### src/design/segment_timeline_mapper_defines.svh
// Assertion macros for the segment timeline mapper top module.
`ifndef SEGMENT_TIMELINE_MAPPER_DEFINES_SVH
`define SEGMENT_TIMELINE_MAPPER_DEFINES_SVH
`ifndef SYNTHESIS
`define STM_ASSERT_NOW(label, ante, cons) \
    label: assert property (@(posedge clk) disable iff (!rst_n) (ante) |-> (cons)) \
        else $error("segment timeline mapper check failed");
`define STM_ASSERT_NEXT(label, ante, cons) \
    label: assert property (@(posedge clk) disable iff (!rst_n) (ante) |=> (cons)) \
        else $error("segment timeline mapper check failed");
`else
`define STM_ASSERT_NOW(label, ante, cons)
`define STM_ASSERT_NEXT(label, ante, cons)
`endif
`endif

### src/design/stm_pkg.sv
// Types, codes and helpers shared by the segment timeline mapper modules.
package stm_pkg;

    localparam int TIME_W          = 31;
    localparam int GTIME_W         = 32;
    localparam int ACTION_W        = 2;
    localparam int STATUS_W        = 2;
    localparam int INDEX_OUT_W     = 4;
    localparam int MAX_SEGMENTS_DEF = 16;

    localparam logic [TIME_W-1:0]         TIME_MAX  = {TIME_W{1'b1}};
    localparam logic signed [GTIME_W-1:0] GTIME_MAX = {1'b0, {(GTIME_W-1){1'b1}}};

    localparam logic [ACTION_W-1:0] ACT_APPEND = 2'd0;
    localparam logic [ACTION_W-1:0] ACT_SEEK   = 2'd1;
    localparam logic [ACTION_W-1:0] ACT_REPORT = 2'd2;

    localparam logic [STATUS_W-1:0] ST_OK       = 2'd0;
    localparam logic [STATUS_W-1:0] ST_BACKWARD = 2'd1;
    localparam logic [STATUS_W-1:0] ST_FULL     = 2'd2;
    localparam logic [STATUS_W-1:0] ST_EMPTY    = 2'd3;

    typedef enum logic [2:0] {
        S_IDLE,
        S_EXEC,
        S_WALK,
        S_SEEK_DONE,
        S_REP_CALC,
        S_REP_OUT
    } fsm_state_t;

    typedef struct packed {
        logic [TIME_W-1:0] beg_ms;
        logic [TIME_W-1:0] fin_ms;
    } seg_entry_t;

    typedef struct packed {
        logic              done;
        logic              found;
        logic [TIME_W-1:0] hit_begin;
        logic [TIME_W-1:0] hit_off;
        logic [TIME_W-1:0] hit_before;
    } walk_res_t;

    function automatic logic [TIME_W-1:0] sat_add31(input logic [TIME_W-1:0] a,
                                                    input logic [TIME_W-1:0] b);
        logic [TIME_W:0] sum;
        sum = {1'b0, a} + {1'b0, b};
        return sum[TIME_W] ? TIME_MAX : sum[TIME_W-1:0];
    endfunction

endpackage

### src/design/stm_ram.sv
// Generic single-port-write, single-port-read RAM with a registered read.
module stm_ram #(
    parameter int WIDTH = 8,
    parameter int DEPTH = 16
) (
    input  logic                     clk,
    input  logic                     we,
    input  logic [$clog2(DEPTH)-1:0] waddr,
    input  logic [WIDTH-1:0]         wdata,
    input  logic                     re,
    input  logic [$clog2(DEPTH)-1:0] raddr,
    output logic [WIDTH-1:0]         rdata
);

    logic [WIDTH-1:0] mem [DEPTH];
    logic [WIDTH-1:0] rdata_reg;

    always_ff @(posedge clk)
    begin
        if (we)
        begin
            mem[waddr] <= wdata;
        end
        if (re)
        begin
            rdata_reg <= mem[raddr];
        end
    end

    assign rdata = rdata_reg;

endmodule

### src/design/stm_walk.sv
// Seek walker: streams the segment table and finds the segment holding a global time.
module stm_walk
    import stm_pkg::*;
#(
    parameter int MAX_SEGMENTS = MAX_SEGMENTS_DEF
) (
    input  logic                              clk,
    input  logic                              rst_n,
    input  logic                              start,
    input  logic [$clog2(MAX_SEGMENTS+1)-1:0] count,
    input  logic [TIME_W-1:0]                 target,
    output logic                              rd_en,
    output logic [$clog2(MAX_SEGMENTS)-1:0]   rd_addr,
    input  seg_entry_t                        rd_data,
    output walk_res_t                         res,
    output logic [$clog2(MAX_SEGMENTS)-1:0]   hit_idx
);

    localparam int IDX_W = $clog2(MAX_SEGMENTS);
    localparam int CNT_W = $clog2(MAX_SEGMENTS + 1);
    localparam logic [TIME_W:0] SUM_CLAMP = {1'b1, {TIME_W{1'b0}}};

    logic              running_reg, running_next;
    logic              done_reg, done_next;
    logic              issuing_reg, issuing_next;
    logic [CNT_W-1:0]  issue_idx_reg, issue_idx_next;
    logic              s1_v_reg, s1_v_next;
    logic [IDX_W-1:0]  s1_idx_reg, s1_idx_next;
    logic              s2_v_reg, s2_v_next;
    logic [IDX_W-1:0]  s2_idx_reg, s2_idx_next;
    logic [TIME_W-1:0] len_reg, len_next;
    logic [TIME_W-1:0] beg_reg, beg_next;
    logic [TIME_W:0]   end_sum_reg, end_sum_next;
    logic              found_reg, found_next;
    logic [IDX_W-1:0]  hit_idx_reg, hit_idx_next;
    logic [TIME_W-1:0] hit_begin_reg, hit_begin_next;
    logic [TIME_W-1:0] hit_off_reg, hit_off_next;
    logic [TIME_W-1:0] hit_before_reg, hit_before_next;
    logic [TIME_W+1:0] sum_wide;
    logic [TIME_W:0]   sum_sat;

    always_comb
    begin
        running_next    = running_reg;
        done_next       = done_reg;
        issuing_next    = issuing_reg;
        issue_idx_next  = issue_idx_reg;
        s1_v_next       = issuing_reg;
        s1_idx_next     = issue_idx_reg[IDX_W-1:0];
        s2_v_next       = s1_v_reg;
        s2_idx_next     = s1_idx_reg;
        len_next        = rd_data.fin_ms - rd_data.beg_ms;
        beg_next        = rd_data.beg_ms;
        end_sum_next    = end_sum_reg;
        found_next      = found_reg;
        hit_idx_next    = hit_idx_reg;
        hit_begin_next  = hit_begin_reg;
        hit_off_next    = hit_off_reg;
        hit_before_next = hit_before_reg;

        sum_wide = {1'b0, end_sum_reg} + {2'b00, len_reg};
        sum_sat  = (sum_wide >= {1'b0, SUM_CLAMP}) ? SUM_CLAMP : sum_wide[TIME_W:0];

        if (issuing_reg)
        begin
            issue_idx_next = issue_idx_reg + 1'b1;
            if (issue_idx_next == count)
            begin
                issuing_next = 1'b0;
            end
        end

        if (s2_v_reg)
        begin
            end_sum_next = sum_sat;
            if (!found_reg && ({1'b0, target} < sum_sat))
            begin
                found_next      = 1'b1;
                hit_idx_next    = s2_idx_reg;
                hit_begin_next  = beg_reg;
                hit_off_next    = target - end_sum_reg[TIME_W-1:0];
                hit_before_next = end_sum_reg[TIME_W-1:0];
            end
        end

        if (running_reg && !issuing_reg && !s1_v_reg && !s2_v_reg)
        begin
            running_next = 1'b0;
            done_next    = 1'b1;
        end

        if (start)
        begin
            running_next   = 1'b1;
            done_next      = 1'b0;
            issuing_next   = 1'b1;
            issue_idx_next = '0;
            s1_v_next      = 1'b0;
            s2_v_next      = 1'b0;
            end_sum_next   = '0;
            found_next     = 1'b0;
        end
    end

    always_ff @(posedge clk or negedge rst_n)
    begin
        if (!rst_n)
        begin
            running_reg <= 1'b0;
            done_reg    <= 1'b0;
            issuing_reg <= 1'b0;
            s1_v_reg    <= 1'b0;
            s2_v_reg    <= 1'b0;
            found_reg   <= 1'b0;
        end
        else
        begin
            running_reg <= running_next;
            done_reg    <= done_next;
            issuing_reg <= issuing_next;
            s1_v_reg    <= s1_v_next;
            s2_v_reg    <= s2_v_next;
            found_reg   <= found_next;
        end
    end

    always_ff @(posedge clk)
    begin
        issue_idx_reg  <= issue_idx_next;
        s1_idx_reg     <= s1_idx_next;
        s2_idx_reg     <= s2_idx_next;
        len_reg        <= len_next;
        beg_reg        <= beg_next;
        end_sum_reg    <= end_sum_next;
        hit_idx_reg    <= hit_idx_next;
        hit_begin_reg  <= hit_begin_next;
        hit_off_reg    <= hit_off_next;
        hit_before_reg <= hit_before_next;
    end

    assign rd_en          = issuing_reg;
    assign rd_addr        = issue_idx_reg[IDX_W-1:0];
    assign res.done       = done_reg;
    assign res.found      = found_reg;
    assign res.hit_begin  = hit_begin_reg;
    assign res.hit_off    = hit_off_reg;
    assign res.hit_before = hit_before_reg;
    assign hit_idx        = hit_idx_reg;

endmodule

### src/design/segment_timeline_mapper.sv
// Segment timeline mapper: segment table in RAM, seek walk and position reports.
// Append and rejected items go from S_EXEC straight to the result register; reports go
// through S_EXEC, S_REP_CALC and S_REP_OUT. Seek: the walker reads the N stored segments,
// one table entry per cycle on the RAM port. Only one item is in work at a time.
// A new item is taken while the previous result waits in the output register.
// Reset clears all control state at once; the segment RAM is not cleared and needs no sweep.
`include "segment_timeline_mapper_defines.svh"
module segment_timeline_mapper
    import stm_pkg::*;
#(
    parameter int MAX_SEGMENTS = MAX_SEGMENTS_DEF
) (
    input  logic                       clk,
    input  logic                       rst_n,
    input  logic                       item_valid,
    output logic                       item_stall,
    input  logic [ACTION_W-1:0]        action,
    input  logic [TIME_W-1:0]          seg_begin,
    input  logic [TIME_W-1:0]          seg_finish,
    input  logic [TIME_W-1:0]          time_value,
    output logic                       result_valid,
    input  logic                       result_stall,
    output logic [STATUS_W-1:0]        status,
    output logic signed [GTIME_W-1:0]  global_time,
    output logic                       time_valid,
    output logic [INDEX_OUT_W-1:0]     segment_index,
    output logic                       load_request,
    output logic [TIME_W-1:0]          load_time,
    output logic                       stop_request,
    output logic [TIME_W-1:0]          total_length
);

    localparam int IDX_W   = $clog2(MAX_SEGMENTS);
    localparam int CNT_W   = $clog2(MAX_SEGMENTS + 1);
    localparam int ENTRY_W = $bits(seg_entry_t);
    localparam logic [CNT_W-1:0] CNT_MAX = CNT_W'(MAX_SEGMENTS);

    fsm_state_t state_reg, state_next;

    logic [CNT_W-1:0]  seg_count_reg, seg_count_next;
    logic [IDX_W-1:0]  cur_reg, cur_next;
    logic [TIME_W-1:0] base_reg, base_next;
    logic [TIME_W-1:0] cur_base_reg, cur_base_next;
    logic [TIME_W-1:0] slt_reg, slt_next;
    logic [TIME_W-1:0] prev_raw_reg, prev_raw_next;
    logic              prev_valid_reg, prev_valid_next;
    logic [TIME_W-1:0] length_sum_reg, length_sum_next;

    logic [ACTION_W-1:0]       act_reg, act_next;
    logic [TIME_W-1:0]         beg_in_reg, beg_in_next;
    logic [TIME_W-1:0]         fin_in_reg, fin_in_next;
    logic [TIME_W-1:0]         t_reg, t_next;
    logic signed [GTIME_W-1:0] gtime_reg, gtime_next;
    logic                      adv_reg, adv_next;
    logic                      wrap_reg, wrap_next;
    logic [TIME_W-1:0]         len_reg, len_next;

    logic                       out_valid_reg, out_valid_next;
    logic [STATUS_W-1:0]        status_reg, status_next;
    logic signed [GTIME_W-1:0]  gtime_out_reg, gtime_out_next;
    logic                       tvalid_reg, tvalid_next;
    logic [INDEX_OUT_W-1:0]     index_reg, index_next;
    logic                       load_reg, load_next;
    logic [TIME_W-1:0]          ltime_reg, ltime_next;
    logic                       stop_reg, stop_next;
    logic [TIME_W-1:0]          total_reg, total_next;

    logic                  out_free;
    logic                  emit;
    logic [STATUS_W-1:0]   res_status;
    logic signed [GTIME_W-1:0] res_gtime;
    logic                  res_tvalid;
    logic                  res_load;
    logic [TIME_W-1:0]     res_ltime;
    logic                  res_stop;

    logic                  ram_we;
    logic                  fsm_re;
    logic [IDX_W-1:0]      fsm_addr;
    logic                  ram_re;
    logic [IDX_W-1:0]      ram_raddr;
    logic [ENTRY_W-1:0]    ram_rdata;
    seg_entry_t            rd_entry;
    seg_entry_t            wr_entry;

    logic                  walk_start;
    logic                  walk_rd_en;
    logic [IDX_W-1:0]      walk_addr;
    logic [IDX_W-1:0]      walk_hit_idx;
    walk_res_t             walk_res;

    logic [TIME_W-1:0]     fin_fix;
    logic [CNT_W-1:0]      nxt_cnt;
    logic signed [GTIME_W:0] gsum;
    logic [TIME_W-1:0]     adv_base;
    logic [TIME_W-1:0]     seek_slt;

    stm_ram #(
        .WIDTH (ENTRY_W),
        .DEPTH (MAX_SEGMENTS)
    ) u_table (
        .clk   (clk),
        .we    (ram_we),
        .waddr (seg_count_reg[IDX_W-1:0]),
        .wdata (wr_entry),
        .re    (ram_re),
        .raddr (ram_raddr),
        .rdata (ram_rdata)
    );

    stm_walk #(
        .MAX_SEGMENTS (MAX_SEGMENTS)
    ) u_walk (
        .clk     (clk),
        .rst_n   (rst_n),
        .start   (walk_start),
        .count   (seg_count_reg),
        .target  (t_reg),
        .rd_en   (walk_rd_en),
        .rd_addr (walk_addr),
        .rd_data (rd_entry),
        .res     (walk_res),
        .hit_idx (walk_hit_idx)
    );

    assign rd_entry  = seg_entry_t'(ram_rdata);
    assign ram_re    = walk_rd_en | fsm_re;
    assign ram_raddr = (state_reg == S_WALK) ? walk_addr : fsm_addr;

    assign fin_fix         = (fin_in_reg < beg_in_reg) ? beg_in_reg : fin_in_reg;
    assign wr_entry.beg_ms = beg_in_reg;
    assign wr_entry.fin_ms = fin_fix;

    assign nxt_cnt  = CNT_W'(cur_reg) + 1'b1;
    assign gsum     = $signed({2'b00, base_reg}) + $signed({2'b00, t_reg})
                    - $signed({2'b00, rd_entry.beg_ms});
    assign adv_base = sat_add31(cur_base_reg, len_reg);
    assign seek_slt = walk_res.hit_begin + walk_res.hit_off;

    assign out_free   = !out_valid_reg || !result_stall;
    assign item_stall = (state_reg != S_IDLE);

    always_comb
    begin
        state_next      = state_reg;
        seg_count_next  = seg_count_reg;
        cur_next        = cur_reg;
        base_next       = base_reg;
        cur_base_next   = cur_base_reg;
        slt_next        = slt_reg;
        prev_raw_next   = prev_raw_reg;
        prev_valid_next = prev_valid_reg;
        length_sum_next = length_sum_reg;
        act_next        = act_reg;
        beg_in_next     = beg_in_reg;
        fin_in_next     = fin_in_reg;
        t_next          = t_reg;
        gtime_next      = gtime_reg;
        adv_next        = adv_reg;
        wrap_next       = wrap_reg;
        len_next        = len_reg;

        ram_we     = 1'b0;
        fsm_re     = 1'b0;
        fsm_addr   = cur_reg;
        walk_start = 1'b0;
        emit       = 1'b0;
        res_status = ST_OK;
        res_gtime  = '0;
        res_tvalid = 1'b0;
        res_load   = 1'b0;
        res_ltime  = '0;
        res_stop   = 1'b0;

        case (state_reg)
            S_IDLE:
            begin
                if (item_valid)
                begin
                    act_next    = action;
                    beg_in_next = seg_begin;
                    fin_in_next = seg_finish;
                    t_next      = time_value;
                    state_next  = S_EXEC;
                end
            end

            S_EXEC:
            begin
                case (act_reg)
                    ACT_APPEND:
                    begin
                        if (out_free)
                        begin
                            emit       = 1'b1;
                            state_next = S_IDLE;
                            if (seg_count_reg == CNT_MAX)
                            begin
                                res_status = ST_FULL;
                            end
                            else
                            begin
                                ram_we          = 1'b1;
                                seg_count_next  = seg_count_reg + 1'b1;
                                length_sum_next = sat_add31(length_sum_reg,
                                                            fin_fix - beg_in_reg);
                            end
                        end
                    end

                    ACT_SEEK:
                    begin
                        if (seg_count_reg == '0)
                        begin
                            if (out_free)
                            begin
                                emit       = 1'b1;
                                res_status = ST_EMPTY;
                                state_next = S_IDLE;
                            end
                        end
                        else
                        begin
                            walk_start = 1'b1;
                            state_next = S_WALK;
                        end
                    end

                    ACT_REPORT:
                    begin
                        if (seg_count_reg == '0)
                        begin
                            if (out_free)
                            begin
                                emit       = 1'b1;
                                res_status = ST_EMPTY;
                                state_next = S_IDLE;
                            end
                        end
                        else if (prev_valid_reg && (t_reg < prev_raw_reg))
                        begin
                            if (out_free)
                            begin
                                emit          = 1'b1;
                                res_status    = ST_BACKWARD;
                                prev_raw_next = t_reg;
                                state_next    = S_IDLE;
                            end
                        end
                        else
                        begin
                            fsm_re     = 1'b1;
                            fsm_addr   = cur_reg;
                            state_next = S_REP_CALC;
                        end
                    end

                    default:
                    begin
                        if (out_free)
                        begin
                            emit       = 1'b1;
                            state_next = S_IDLE;
                        end
                    end
                endcase
            end

            S_WALK:
            begin
                if (walk_res.done)
                begin
                    state_next = S_SEEK_DONE;
                end
            end

            S_SEEK_DONE:
            begin
                if (out_free)
                begin
                    emit       = 1'b1;
                    res_load   = 1'b1;
                    state_next = S_IDLE;
                    if (walk_res.found)
                    begin
                        cur_next      = walk_hit_idx;
                        slt_next      = seek_slt;
                        base_next     = walk_res.hit_before;
                        cur_base_next = walk_res.hit_before;
                        res_ltime     = seek_slt;
                    end
                    else
                    begin
                        base_next = cur_base_reg;
                        res_ltime = slt_reg;
                    end
                end
            end

            S_REP_CALC:
            begin
                if (!gsum[GTIME_W] && gsum[GTIME_W-1])
                begin
                    gtime_next = GTIME_MAX;
                end
                else
                begin
                    gtime_next = gsum[GTIME_W-1:0];
                end
                adv_next        = (t_reg >= rd_entry.fin_ms);
                wrap_next       = (nxt_cnt >= seg_count_reg);
                len_next        = rd_entry.fin_ms - rd_entry.beg_ms;
                prev_raw_next   = t_reg;
                prev_valid_next = 1'b1;
                if ((t_reg >= rd_entry.fin_ms) && (nxt_cnt < seg_count_reg))
                begin
                    fsm_re   = 1'b1;
                    fsm_addr = nxt_cnt[IDX_W-1:0];
                end
                state_next = S_REP_OUT;
            end

            S_REP_OUT:
            begin
                if (out_free)
                begin
                    emit       = 1'b1;
                    res_gtime  = gtime_reg;
                    res_tvalid = 1'b1;
                    state_next = S_IDLE;
                    if (adv_reg)
                    begin
                        if (wrap_reg)
                        begin
                            cur_next      = '0;
                            cur_base_next = '0;
                            res_stop      = 1'b1;
                        end
                        else
                        begin
                            cur_next      = nxt_cnt[IDX_W-1:0];
                            base_next     = adv_base;
                            cur_base_next = adv_base;
                            res_load      = 1'b1;
                            res_ltime     = rd_entry.beg_ms;
                        end
                    end
                end
            end

            default:
            begin
                state_next = S_IDLE;
            end
        endcase
    end

    always_comb
    begin
        out_valid_next = out_valid_reg;
        status_next    = status_reg;
        gtime_out_next = gtime_out_reg;
        tvalid_next    = tvalid_reg;
        index_next     = index_reg;
        load_next      = load_reg;
        ltime_next     = ltime_reg;
        stop_next      = stop_reg;
        total_next     = total_reg;
        if (emit)
        begin
            out_valid_next = 1'b1;
            status_next    = res_status;
            gtime_out_next = res_gtime;
            tvalid_next    = res_tvalid;
            index_next     = INDEX_OUT_W'(cur_next);
            load_next      = res_load;
            ltime_next     = res_ltime;
            stop_next      = res_stop;
            total_next     = length_sum_next;
        end
        else if (out_valid_reg && !result_stall)
        begin
            out_valid_next = 1'b0;
        end
    end

    always_ff @(posedge clk or negedge rst_n)
    begin
        if (!rst_n)
        begin
            state_reg <= S_IDLE;
        end
        else
        begin
            state_reg <= state_next;
        end
    end

    always_ff @(posedge clk or negedge rst_n)
    begin
        if (!rst_n)
        begin
            seg_count_reg  <= '0;
            cur_reg        <= '0;
            base_reg       <= '0;
            cur_base_reg   <= '0;
            slt_reg        <= '0;
            prev_raw_reg   <= '0;
            prev_valid_reg <= 1'b0;
            length_sum_reg <= '0;
            out_valid_reg  <= 1'b0;
        end
        else
        begin
            seg_count_reg  <= seg_count_next;
            cur_reg        <= cur_next;
            base_reg       <= base_next;
            cur_base_reg   <= cur_base_next;
            slt_reg        <= slt_next;
            prev_raw_reg   <= prev_raw_next;
            prev_valid_reg <= prev_valid_next;
            length_sum_reg <= length_sum_next;
            out_valid_reg  <= out_valid_next;
        end
    end

    always_ff @(posedge clk)
    begin
        act_reg       <= act_next;
        beg_in_reg    <= beg_in_next;
        fin_in_reg    <= fin_in_next;
        t_reg         <= t_next;
        gtime_reg     <= gtime_next;
        adv_reg       <= adv_next;
        wrap_reg      <= wrap_next;
        len_reg       <= len_next;
        status_reg    <= status_next;
        gtime_out_reg <= gtime_out_next;
        tvalid_reg    <= tvalid_next;
        index_reg     <= index_next;
        load_reg      <= load_next;
        ltime_reg     <= ltime_next;
        stop_reg      <= stop_next;
        total_reg     <= total_next;
    end

    assign result_valid  = out_valid_reg;
    assign status        = status_reg;
    assign global_time   = gtime_out_reg;
    assign time_valid    = tvalid_reg;
    assign segment_index = index_reg;
    assign load_request  = load_reg;
    assign load_time     = ltime_reg;
    assign stop_request  = stop_reg;
    assign total_length  = total_reg;

    `STM_ASSERT_NOW(a_count_bounded, 1'b1, seg_count_reg <= CNT_MAX)
    `STM_ASSERT_NOW(a_cur_in_table, seg_count_reg != '0, CNT_W'(cur_reg) < seg_count_reg)
    `STM_ASSERT_NOW(a_load_stop_excl, result_valid, !(load_request && stop_request))
    `STM_ASSERT_NOW(a_time_only_ok, result_valid && time_valid, status == ST_OK)
    `STM_ASSERT_NEXT(a_accept_to_exec, item_valid && !item_stall, state_reg == S_EXEC)

endmodule
### config.mk
export PLATFORM = sky130hd
export DESIGN_NAME = segment_timeline_mapper
export DESIGN_NICKNAME = d
export VERILOG_FILES = /design/src/design/stm_pkg.sv /design/src/design/stm_ram.sv /design/src/design/stm_walk.sv /design/src/design/segment_timeline_mapper.sv
export VERILOG_INCLUDE_DIRS = /design/src /design/src/design
export SDC_FILE = /design/constraint.sdc
export NUM_CORES = 2
export LEC_CHECK = 0
export BUFFER_PORTS_ARGS = -buffer_cell sky130_fd_sc_hd__buf_2
export CORE_MARGIN = 2
export CORE_UTILIZATION = 40
export DETAILED_ROUTE_END_ITERATION = 12
export GPL_TIMING_DRIVEN = 1
export SYNTH_ARGS = -nofsm -noshare
export SYNTH_HDL_FRONTEND = slang
export SYNTH_HIERARCHICAL = 1
export SYNTH_SLANG_ARGS = --single-unit
### constraint.sdc
create_clock -name clk -period 15.05 [get_ports clk]
set_input_delay 1.505 -clock clk [delete_from_list [all_inputs] [get_ports clk]]
set_output_delay 1.505 -clock clk [all_outputs]
set_load 0.02 [all_outputs]
# Word level (Yosys, flattened, before mapping)
# Memories as Yosys holds them, arrays and structs flattened. A register that Yosys moved wholly into a read port is not among the register bits.
# Cells that the tools add are included.
# W data, S select, Z words.
# word_totals
output_inout_bits	105
in_bits	99
reg_bits	642
ram_bits	992
elab_cells	214
memories	1
# classes
n_addsub	12
reduce_logical	38
muxes	93
n_eq_ne	19
n_bitwise	2
magnitude_cmp	7
# mem_list
memory	words	word_bits	rd	rd_ports_with_merged_regs	write_ports	line_no	rtl
u_table.mem	16	62	1	1	1	stm_ram.sv:15	logic [WIDTH-1:0] mem [DEPTH];
# ops
op	n
$mux W31	24
$pmux W31 S2	4
$add A31 B31 Y32	3
$sub A31 B31 Y31	3
$lt A31 B31 Y1	2
$mux W1	37
$add A32 B31 Y33	1
$ge A33 B32 Y1 const B	1
$sub A32 B31 Y33	1
$lt A31 B32 Y1	1
$mux W32	1
$mux W4	8
$add A31 B31 Y31	1
$ge A31 B31 Y1	1
$mux W3	6
$ne A2 B2 Y1 const B	9
$pmux W3 S5	1
$reduce_and A2 Y1	6
$reduce_bool A2 Y1	6
$add A5 B1 Y5 const B	2
$mux W2	5
$reduce_and A5 Y1	2
$logic_and A1 B1 Y1	8
$pmux W1 S2	4
other kinds (25)	34

# Depth between registers and ports, before layout
# logic_depth
ltp_word	9
mapped_depth	35
mapped_depth_nobuf	35

# By module
# Netlist, hierarchy kept.
# modules_own_cells
module	instances	area_per_inst_um2	seq_area_each_um2	cells_each
stm_ram	1	38953.6	31650.4	1598
segment_timeline_mapper	1	28333.4	12126.6	2795
stm_walk	1	11253.3	5205.0	1084

# Worst setup path after synthesis
# No wires, ideal clock.
# synth_path
path_kind	flip-flop to flip-flop
from	register u_walk.end_sum_reg[5]
to	register u_walk.hit_before_reg[0], enable pin
t_required_ns	14.509
path_buffers	1
arrival_time_ns	8.052
path_stages_with_launch	20
setup_ns	0.541
period_less_slack_ns	8.593
slack_ns	6.457
cell_sequence	dfxtp_1 ha_1 o21a_1 o211ai_1 or4b_4 a211oi_4 nor3_2 o41ai_4 o211ai_4 nand2_2 buf_2 nand2_1 ha_1 a21o_1 a221o_1 a221o_1 o21ai_0 a41o_1 o211ai_1 a211oi_2
# synth_between
elab_chain_len	6
# synth_lines
element	line_no	rtl
from (decl)	stm_walk.sv:33	logic [TIME_W:0] end_sum_reg, end_sum_next;
from (signal assigned)	stm_walk.sv:134	end_sum_reg <= end_sum_next;
$add A32 B31 Y33 *	stm_walk.sv:61	sum_wide = {1'b0, end_sum_reg} + {2'b00, len_reg};
$ge A33 B32 Y1	stm_walk.sv:62	sum_sat = (sum_wide >= {1'b0, SUM_CLAMP}) ? SUM_CLAMP : sum_wide[TIME_W:0];
$mux W32 *	stm_walk.sv:62	
$lt A31 B32 Y1 *	stm_walk.sv:76	if (!found_reg && ({1'b0, target} < sum_sat))
$logic_and A1 B1 Y1 *	stm_walk.sv:76	
$reduce_and A2 Y1 (no line) *	n/a	
to (signal assigned)	stm_walk.sv:138	hit_before_reg <= hit_before_next;
to (decl)	stm_walk.sv:38	logic [TIME_W-1:0] hit_before_reg, hit_before_next;
# Mark *: on every way between the ends. The rest lies on a longest branch, timed or not.
# A chain may end at the register's enable or synchronous reset.

# Worst setup path after layout
# layout_path
from	register beg_in_reg[21]
to	register total_reg[30] (netlist: total_length[30]), data pin
# layout_between
elab_chain_len	9
# layout_lines
element	line_no	rtl
from (decl)	segment_timeline_mapper.sv:50	logic [TIME_W-1:0] beg_in_reg, beg_in_next;
from (signal assigned)	segment_timeline_mapper.sv:430	beg_in_reg <= beg_in_next;
$lt A31 B31 Y1	segment_timeline_mapper.sv:130	assign fin_fix = (fin_in_reg < beg_in_reg) ? beg_in_reg : fin_in_reg;
$mux W31	segment_timeline_mapper.sv:130	
net fin_fix[1]	segment_timeline_mapper.sv:92	logic [TIME_W-1:0] fin_fix;
$sub A31 B31 Y31	segment_timeline_mapper.sv:206	fin_fix - beg_in_reg);
$add A31 B31 Y32	stm_pkg.sv:48	sum = {1'b0, a} + {1'b0, b};
$mux W31	stm_pkg.sv:49	return sum[TIME_W] ? TIME_MAX : sum[TIME_W-1:0];
$mux W31	segment_timeline_mapper.sv:197	if (seg_count_reg == CNT_MAX)
$mux W31	segment_timeline_mapper.sv:193	if (out_free)
$mux W31	segment_timeline_mapper.sv:190	case (act_reg)
$mux W31	segment_timeline_mapper.sv:175	case (state_reg)
net length_sum_next[30]	segment_timeline_mapper.sv:47	logic [TIME_W-1:0] length_sum_reg, length_sum_next;
to (signal assigned)	segment_timeline_mapper.sv:444	total_reg <= total_next;
to (decl)	segment_timeline_mapper.sv:66	logic [TIME_W-1:0] total_reg, total_next;
# The timed path passes the listed nets, and every way through them passes these cells.

==> summary.log <==
INFO  cts            htreeDepth=4
INFO  detailed_routing num_vias=47695
INFO  sta            setup_total_negative_slack=0ps
INFO  cts            hold_buffers=0
INFO  logic_synthesis netlist-cell-type-count=95
INFO  logic_synthesis syn-mean-instance-area=14.3um^2
INFO  detailed_routing totalWireLength=212000um
INFO  sta            max_slew.worst_pin.slew=1360ps
INFO  setup_path     crit_required=15640ps
INFO  logic_synthesis synth_cells=5477
INFO  die            start_util=0.403
INFO  layout         post_route_cells_drive_above_1_share=0.149
INFO  grt            grt_overflow_total=0
INFO  cts            post_cts_setup_buffer_count=0
INFO  status         run_status=complete, no violations
INFO  detailed_routing initialDrtViolationCount=3899
INFO  sta            finalWorstPathRequiredPeriod=9680ps
INFO  layout         layout.cells.most_common_list=1414 x sky130_fd_sc_hd__edfxtp_1, 412 x sky130_fd_sc_hd__ha_1, 410 x sky130_fd_sc_hd__nand2_1
INFO  setup_path     critical_path_peak_fanout=48
INFO  setup_path     setup.worst_path.class=reg -> reg
INFO  die            die_h=447um
INFO  hold_path      worstHoldStart=u_walk/s1_idx_reg[2]$_DFF_P_
INFO  logic_synthesis synth_area_leader_cell=sky130_fd_sc_hd__edfxtp_1
INFO  setup_path     critPathMostFrequentCell=sky130_fd_sc_hd__o21a_1
INFO  layout         final_common_cell=sky130_fd_sc_hd__edfxtp_1
INFO  logic_synthesis ys_warn_count=6
INFO  logic_synthesis synth-seq-cells=1696
INFO  grt            antenna_found_initial=11
INFO  grt            grt_pass1_vias=47615
INFO  setup_path     arrival=10270ps
INFO  die            die_area=0.200mm^2
INFO  detailed_routing route.detailed.wl_per_inst=24.8um
INFO  logic_synthesis synthFlopType=sky130_fd_sc_hd__edfxtp_1
INFO  logic_synthesis mappedNetlistArea=0.0785mm^2
INFO  sta            report.final.hold_viol_count=0
INFO  hold_path      hold_critical_path_endpoint=u_walk/s2_idx_reg[2]$_DFF_P_
INFO  cts            clock_sink_count=1696
INFO  detailed_routing iteration_count_of_the_initial_detailed_routing_pass=6
INFO  logic_synthesis postSynth.asyncResetShare=0.103
INFO  sta            clock_skew=59.2ps
INFO  logic_synthesis largest_cells_by_area_after_synthesis=sky130_fd_sc_hd__edfxtp_1 54%, sky130_fd_sc_hd__mux4_2 7.1%, sky130_fd_sc_hd__ha_1 6.6%
INFO  grt            grt_max_degree=95
INFO  setup_path     worst_r2r_startpoint=beg_in_reg[21]$_DFFE_PP_
INFO  setup_path     cp-start-kind=register
INFO  cts            cts-resized-gates=0
INFO  sta            slew_violations=0
INFO  layout         largest_register_ff_count=992
INFO  cts            insertion_delay=840ps
INFO  logic_synthesis synthesis.nets=6027
INFO  cts            tritoncts=built
INFO  setup_path     cp_slowest_cell=sky130_fd_sc_hd__o41ai_4
INFO  detailed_routing final_antenna_violating_net_count=0
INFO  layout         synthToLayoutAreaGrowth=13.2%
INFO  sta            timing.slew.headroom=0.0941
INFO  placed_design  routability_congestion=0.898
INFO  layout         number_of_inserted_filler_cells_in_the_final_layout=17229
INFO  placed_design  port_buffers=203
INFO  setup_path     regToRegEndpoint=total_length[30]$_DFFE_PP_
INFO  placed_design  dp_hpwl=143000um
INFO  hold_path      holdCritPathClass=reg -> reg
INFO  grt            wire_length_of_the_first_global_routing_pass=311000um
INFO  cts            max-clock-path-buffers=3
INFO  die            core.rowCount=162
INFO  setup_path     cp-end-kind=register
INFO  setup_path     r2r_slack=5370ps
INFO  cts            clk_pin_slew=60ps
INFO  detailed_routing detail_route.drc_violations=0
INFO  sta            setup-violations-final=0
INFO  grt            track_usage=0.211
INFO  die            core_area=0.195mm^2
INFO  run            timing.max_cap.violations=0
INFO  logic_synthesis synthDominantCellAreaShare=0.541
INFO  logic_synthesis yosysSeqAreaShare=0.624
INFO  logic_synthesis count_of_flip_flops_with_a_built_in_enable_after_synthesis=1414
INFO  sta            unrepaired_setup_endpoints_after_global_routing=false
INFO  detailed_routing detail_route.vias_per_cell=5.57
INFO  cts            root_buffer=sky130_fd_sc_hd__clkbuf_16
INFO  hold_path      hold-path-cell-count=0
INFO  cts            cts_buffers=178
INFO  die            chipWidth=447um
INFO  setup_path     cpPeakStageDelay=650ps
INFO  setup_path     worstRegToRegCells=32
INFO  die            boundaryPins=204
INFO  layout         finish.net_count=6334
INFO  sta            final.period_utilization=0.643
INFO  sta            max_freq=103MHz
==> critical path, delay by kind of cell, from the launching register on <==
family                   cells  cell delay [ps]
AO/OA/AOI/OAI               15             4350
buffers and inverters        2              780
adder cells (fa/ha/maj)      3             1350
AND/OR/NAND/NOR             10             2080
flip-flops                   1              640
XOR/XNOR                     2              190
==> layer usage <==
metal  up-vias  part of all wire  track usage
li1      21520                 -            -
met1     24396              0.42        0.281
met2      1504              0.49        0.361
met3       271             0.058       0.0291
met4         4             0.026       0.0582
met5         -           0.00013            0
==> worst max path at each step <==
stage          cells after the start                            endpoint                               start  slack (ps)
3_5_place_dp                      32          total_length[30]$_DFFE_PP_            beg_in_reg[19]$_DFFE_PP_        5380
5_1_grt                           32          total_length[30]$_DFFE_PP_            beg_in_reg[17]$_DFFE_PP_        4530
3_3_place_gp                      32          total_length[30]$_DFFE_PP_            beg_in_reg[19]$_DFFE_PP_        5580
4_1_cts                           32          total_length[30]$_DFFE_PP_            beg_in_reg[19]$_DFFE_PP_        5390
2_1_floorplan                     19  u_walk/hit_before_reg[0]$_DFFE_PP_  u_walk/end_sum_reg[5]$_SDFFE_PP0P_        6460
6_report                          32          total_length[30]$_DFFE_PP_            beg_in_reg[21]$_DFFE_PP_        5370
==> final cells by class <==
type | count | area, um^2 | share of cell area
clock buffer | 240 | 4860 | 0.0547
multi-input combinational | 3231 | 27600 | 0.310
timing repair buffer | 293 | 1710 | 0.0193
antenna | 4 | 10.0 | 0.000113
inverter | 384 | 1440 | 0.0162
clock inverter | 93 | 1060 | 0.0120
sequential | 1696 | 49000 | 0.551
tap | 2624 | 3280 | 0.0369
==> per-stage QoR <==
stage	hold WS, ps	cells	instance area, um^2	util	worst slack [ps]
CTS	326	8561	88900	0.456	5390
global route	333	8561	88900	0.456	4530
finish	326	8565	88900	0.456	5370
floorplan	310	5477	78500	-	6460
detailed placement	314	8228	83000	0.426	5380
global placement	313	8228	83000	0.426	5580
==> cell usage after synthesis, types with 20 or more instances <==
cell / count
sky130_fd_sc_hd__nand2_1: 411
sky130_fd_sc_hd__mux2i_1: 82
sky130_fd_sc_hd__and3_1: 31
sky130_fd_sc_hd__mux4_2: 248
sky130_fd_sc_hd__a21oi_1: 250
sky130_fd_sc_hd__fa_1: 39
sky130_fd_sc_hd__nor2_1: 205
sky130_fd_sc_hd__o21ai_0: 208
sky130_fd_sc_hd__a22o_1: 31
sky130_fd_sc_hd__xor2_1: 85
sky130_fd_sc_hd__nand4_1: 39
sky130_fd_sc_hd__o21ai_1: 22
sky130_fd_sc_hd__dfrtp_1: 175
sky130_fd_sc_hd__o22a_1: 32
sky130_fd_sc_hd__o22ai_1: 22
sky130_fd_sc_hd__nor2b_1: 47
sky130_fd_sc_hd__edfxtp_1: 1414
sky130_fd_sc_hd__nand3_1: 59
sky130_fd_sc_hd__nor3_1: 61
sky130_fd_sc_hd__dfxtp_1: 107
sky130_fd_sc_hd__a221o_1: 20
sky130_fd_sc_hd__a21o_1: 179
sky130_fd_sc_hd__nand2b_1: 46
sky130_fd_sc_hd__a22oi_1: 136
sky130_fd_sc_hd__ha_1: 412
sky130_fd_sc_hd__o21a_1: 56
sky130_fd_sc_hd__and2_1: 47
sky130_fd_sc_hd__o21bai_1: 25
sky130_fd_sc_hd__clkbuf_1: 96
sky130_fd_sc_hd__buf_4: 29
sky130_fd_sc_hd__a31oi_1: 21
sky130_fd_sc_hd__inv_1: 383
sky130_fd_sc_hd__xnor2_1: 154
sky130_fd_sc_hd__a211oi_1: 39
==> logic make-up after synthesis <==
family                   after synthesis  share of synthesized area
multiplexers                         334                     0.0822
XOR/XNOR                             239                     0.0267
adder cells (fa/ha/maj)              451                     0.0756
buffers and inverters                550                     0.0284
AND/OR/NAND/NOR                     1020                     0.0606
AO/OA/AOI/OAI                       1187                      0.103
flip-flops                          1696                      0.624
Power is not shown: default switching activity piles up to over one toggle a cycle in this logic, so the estimate is an artifact.
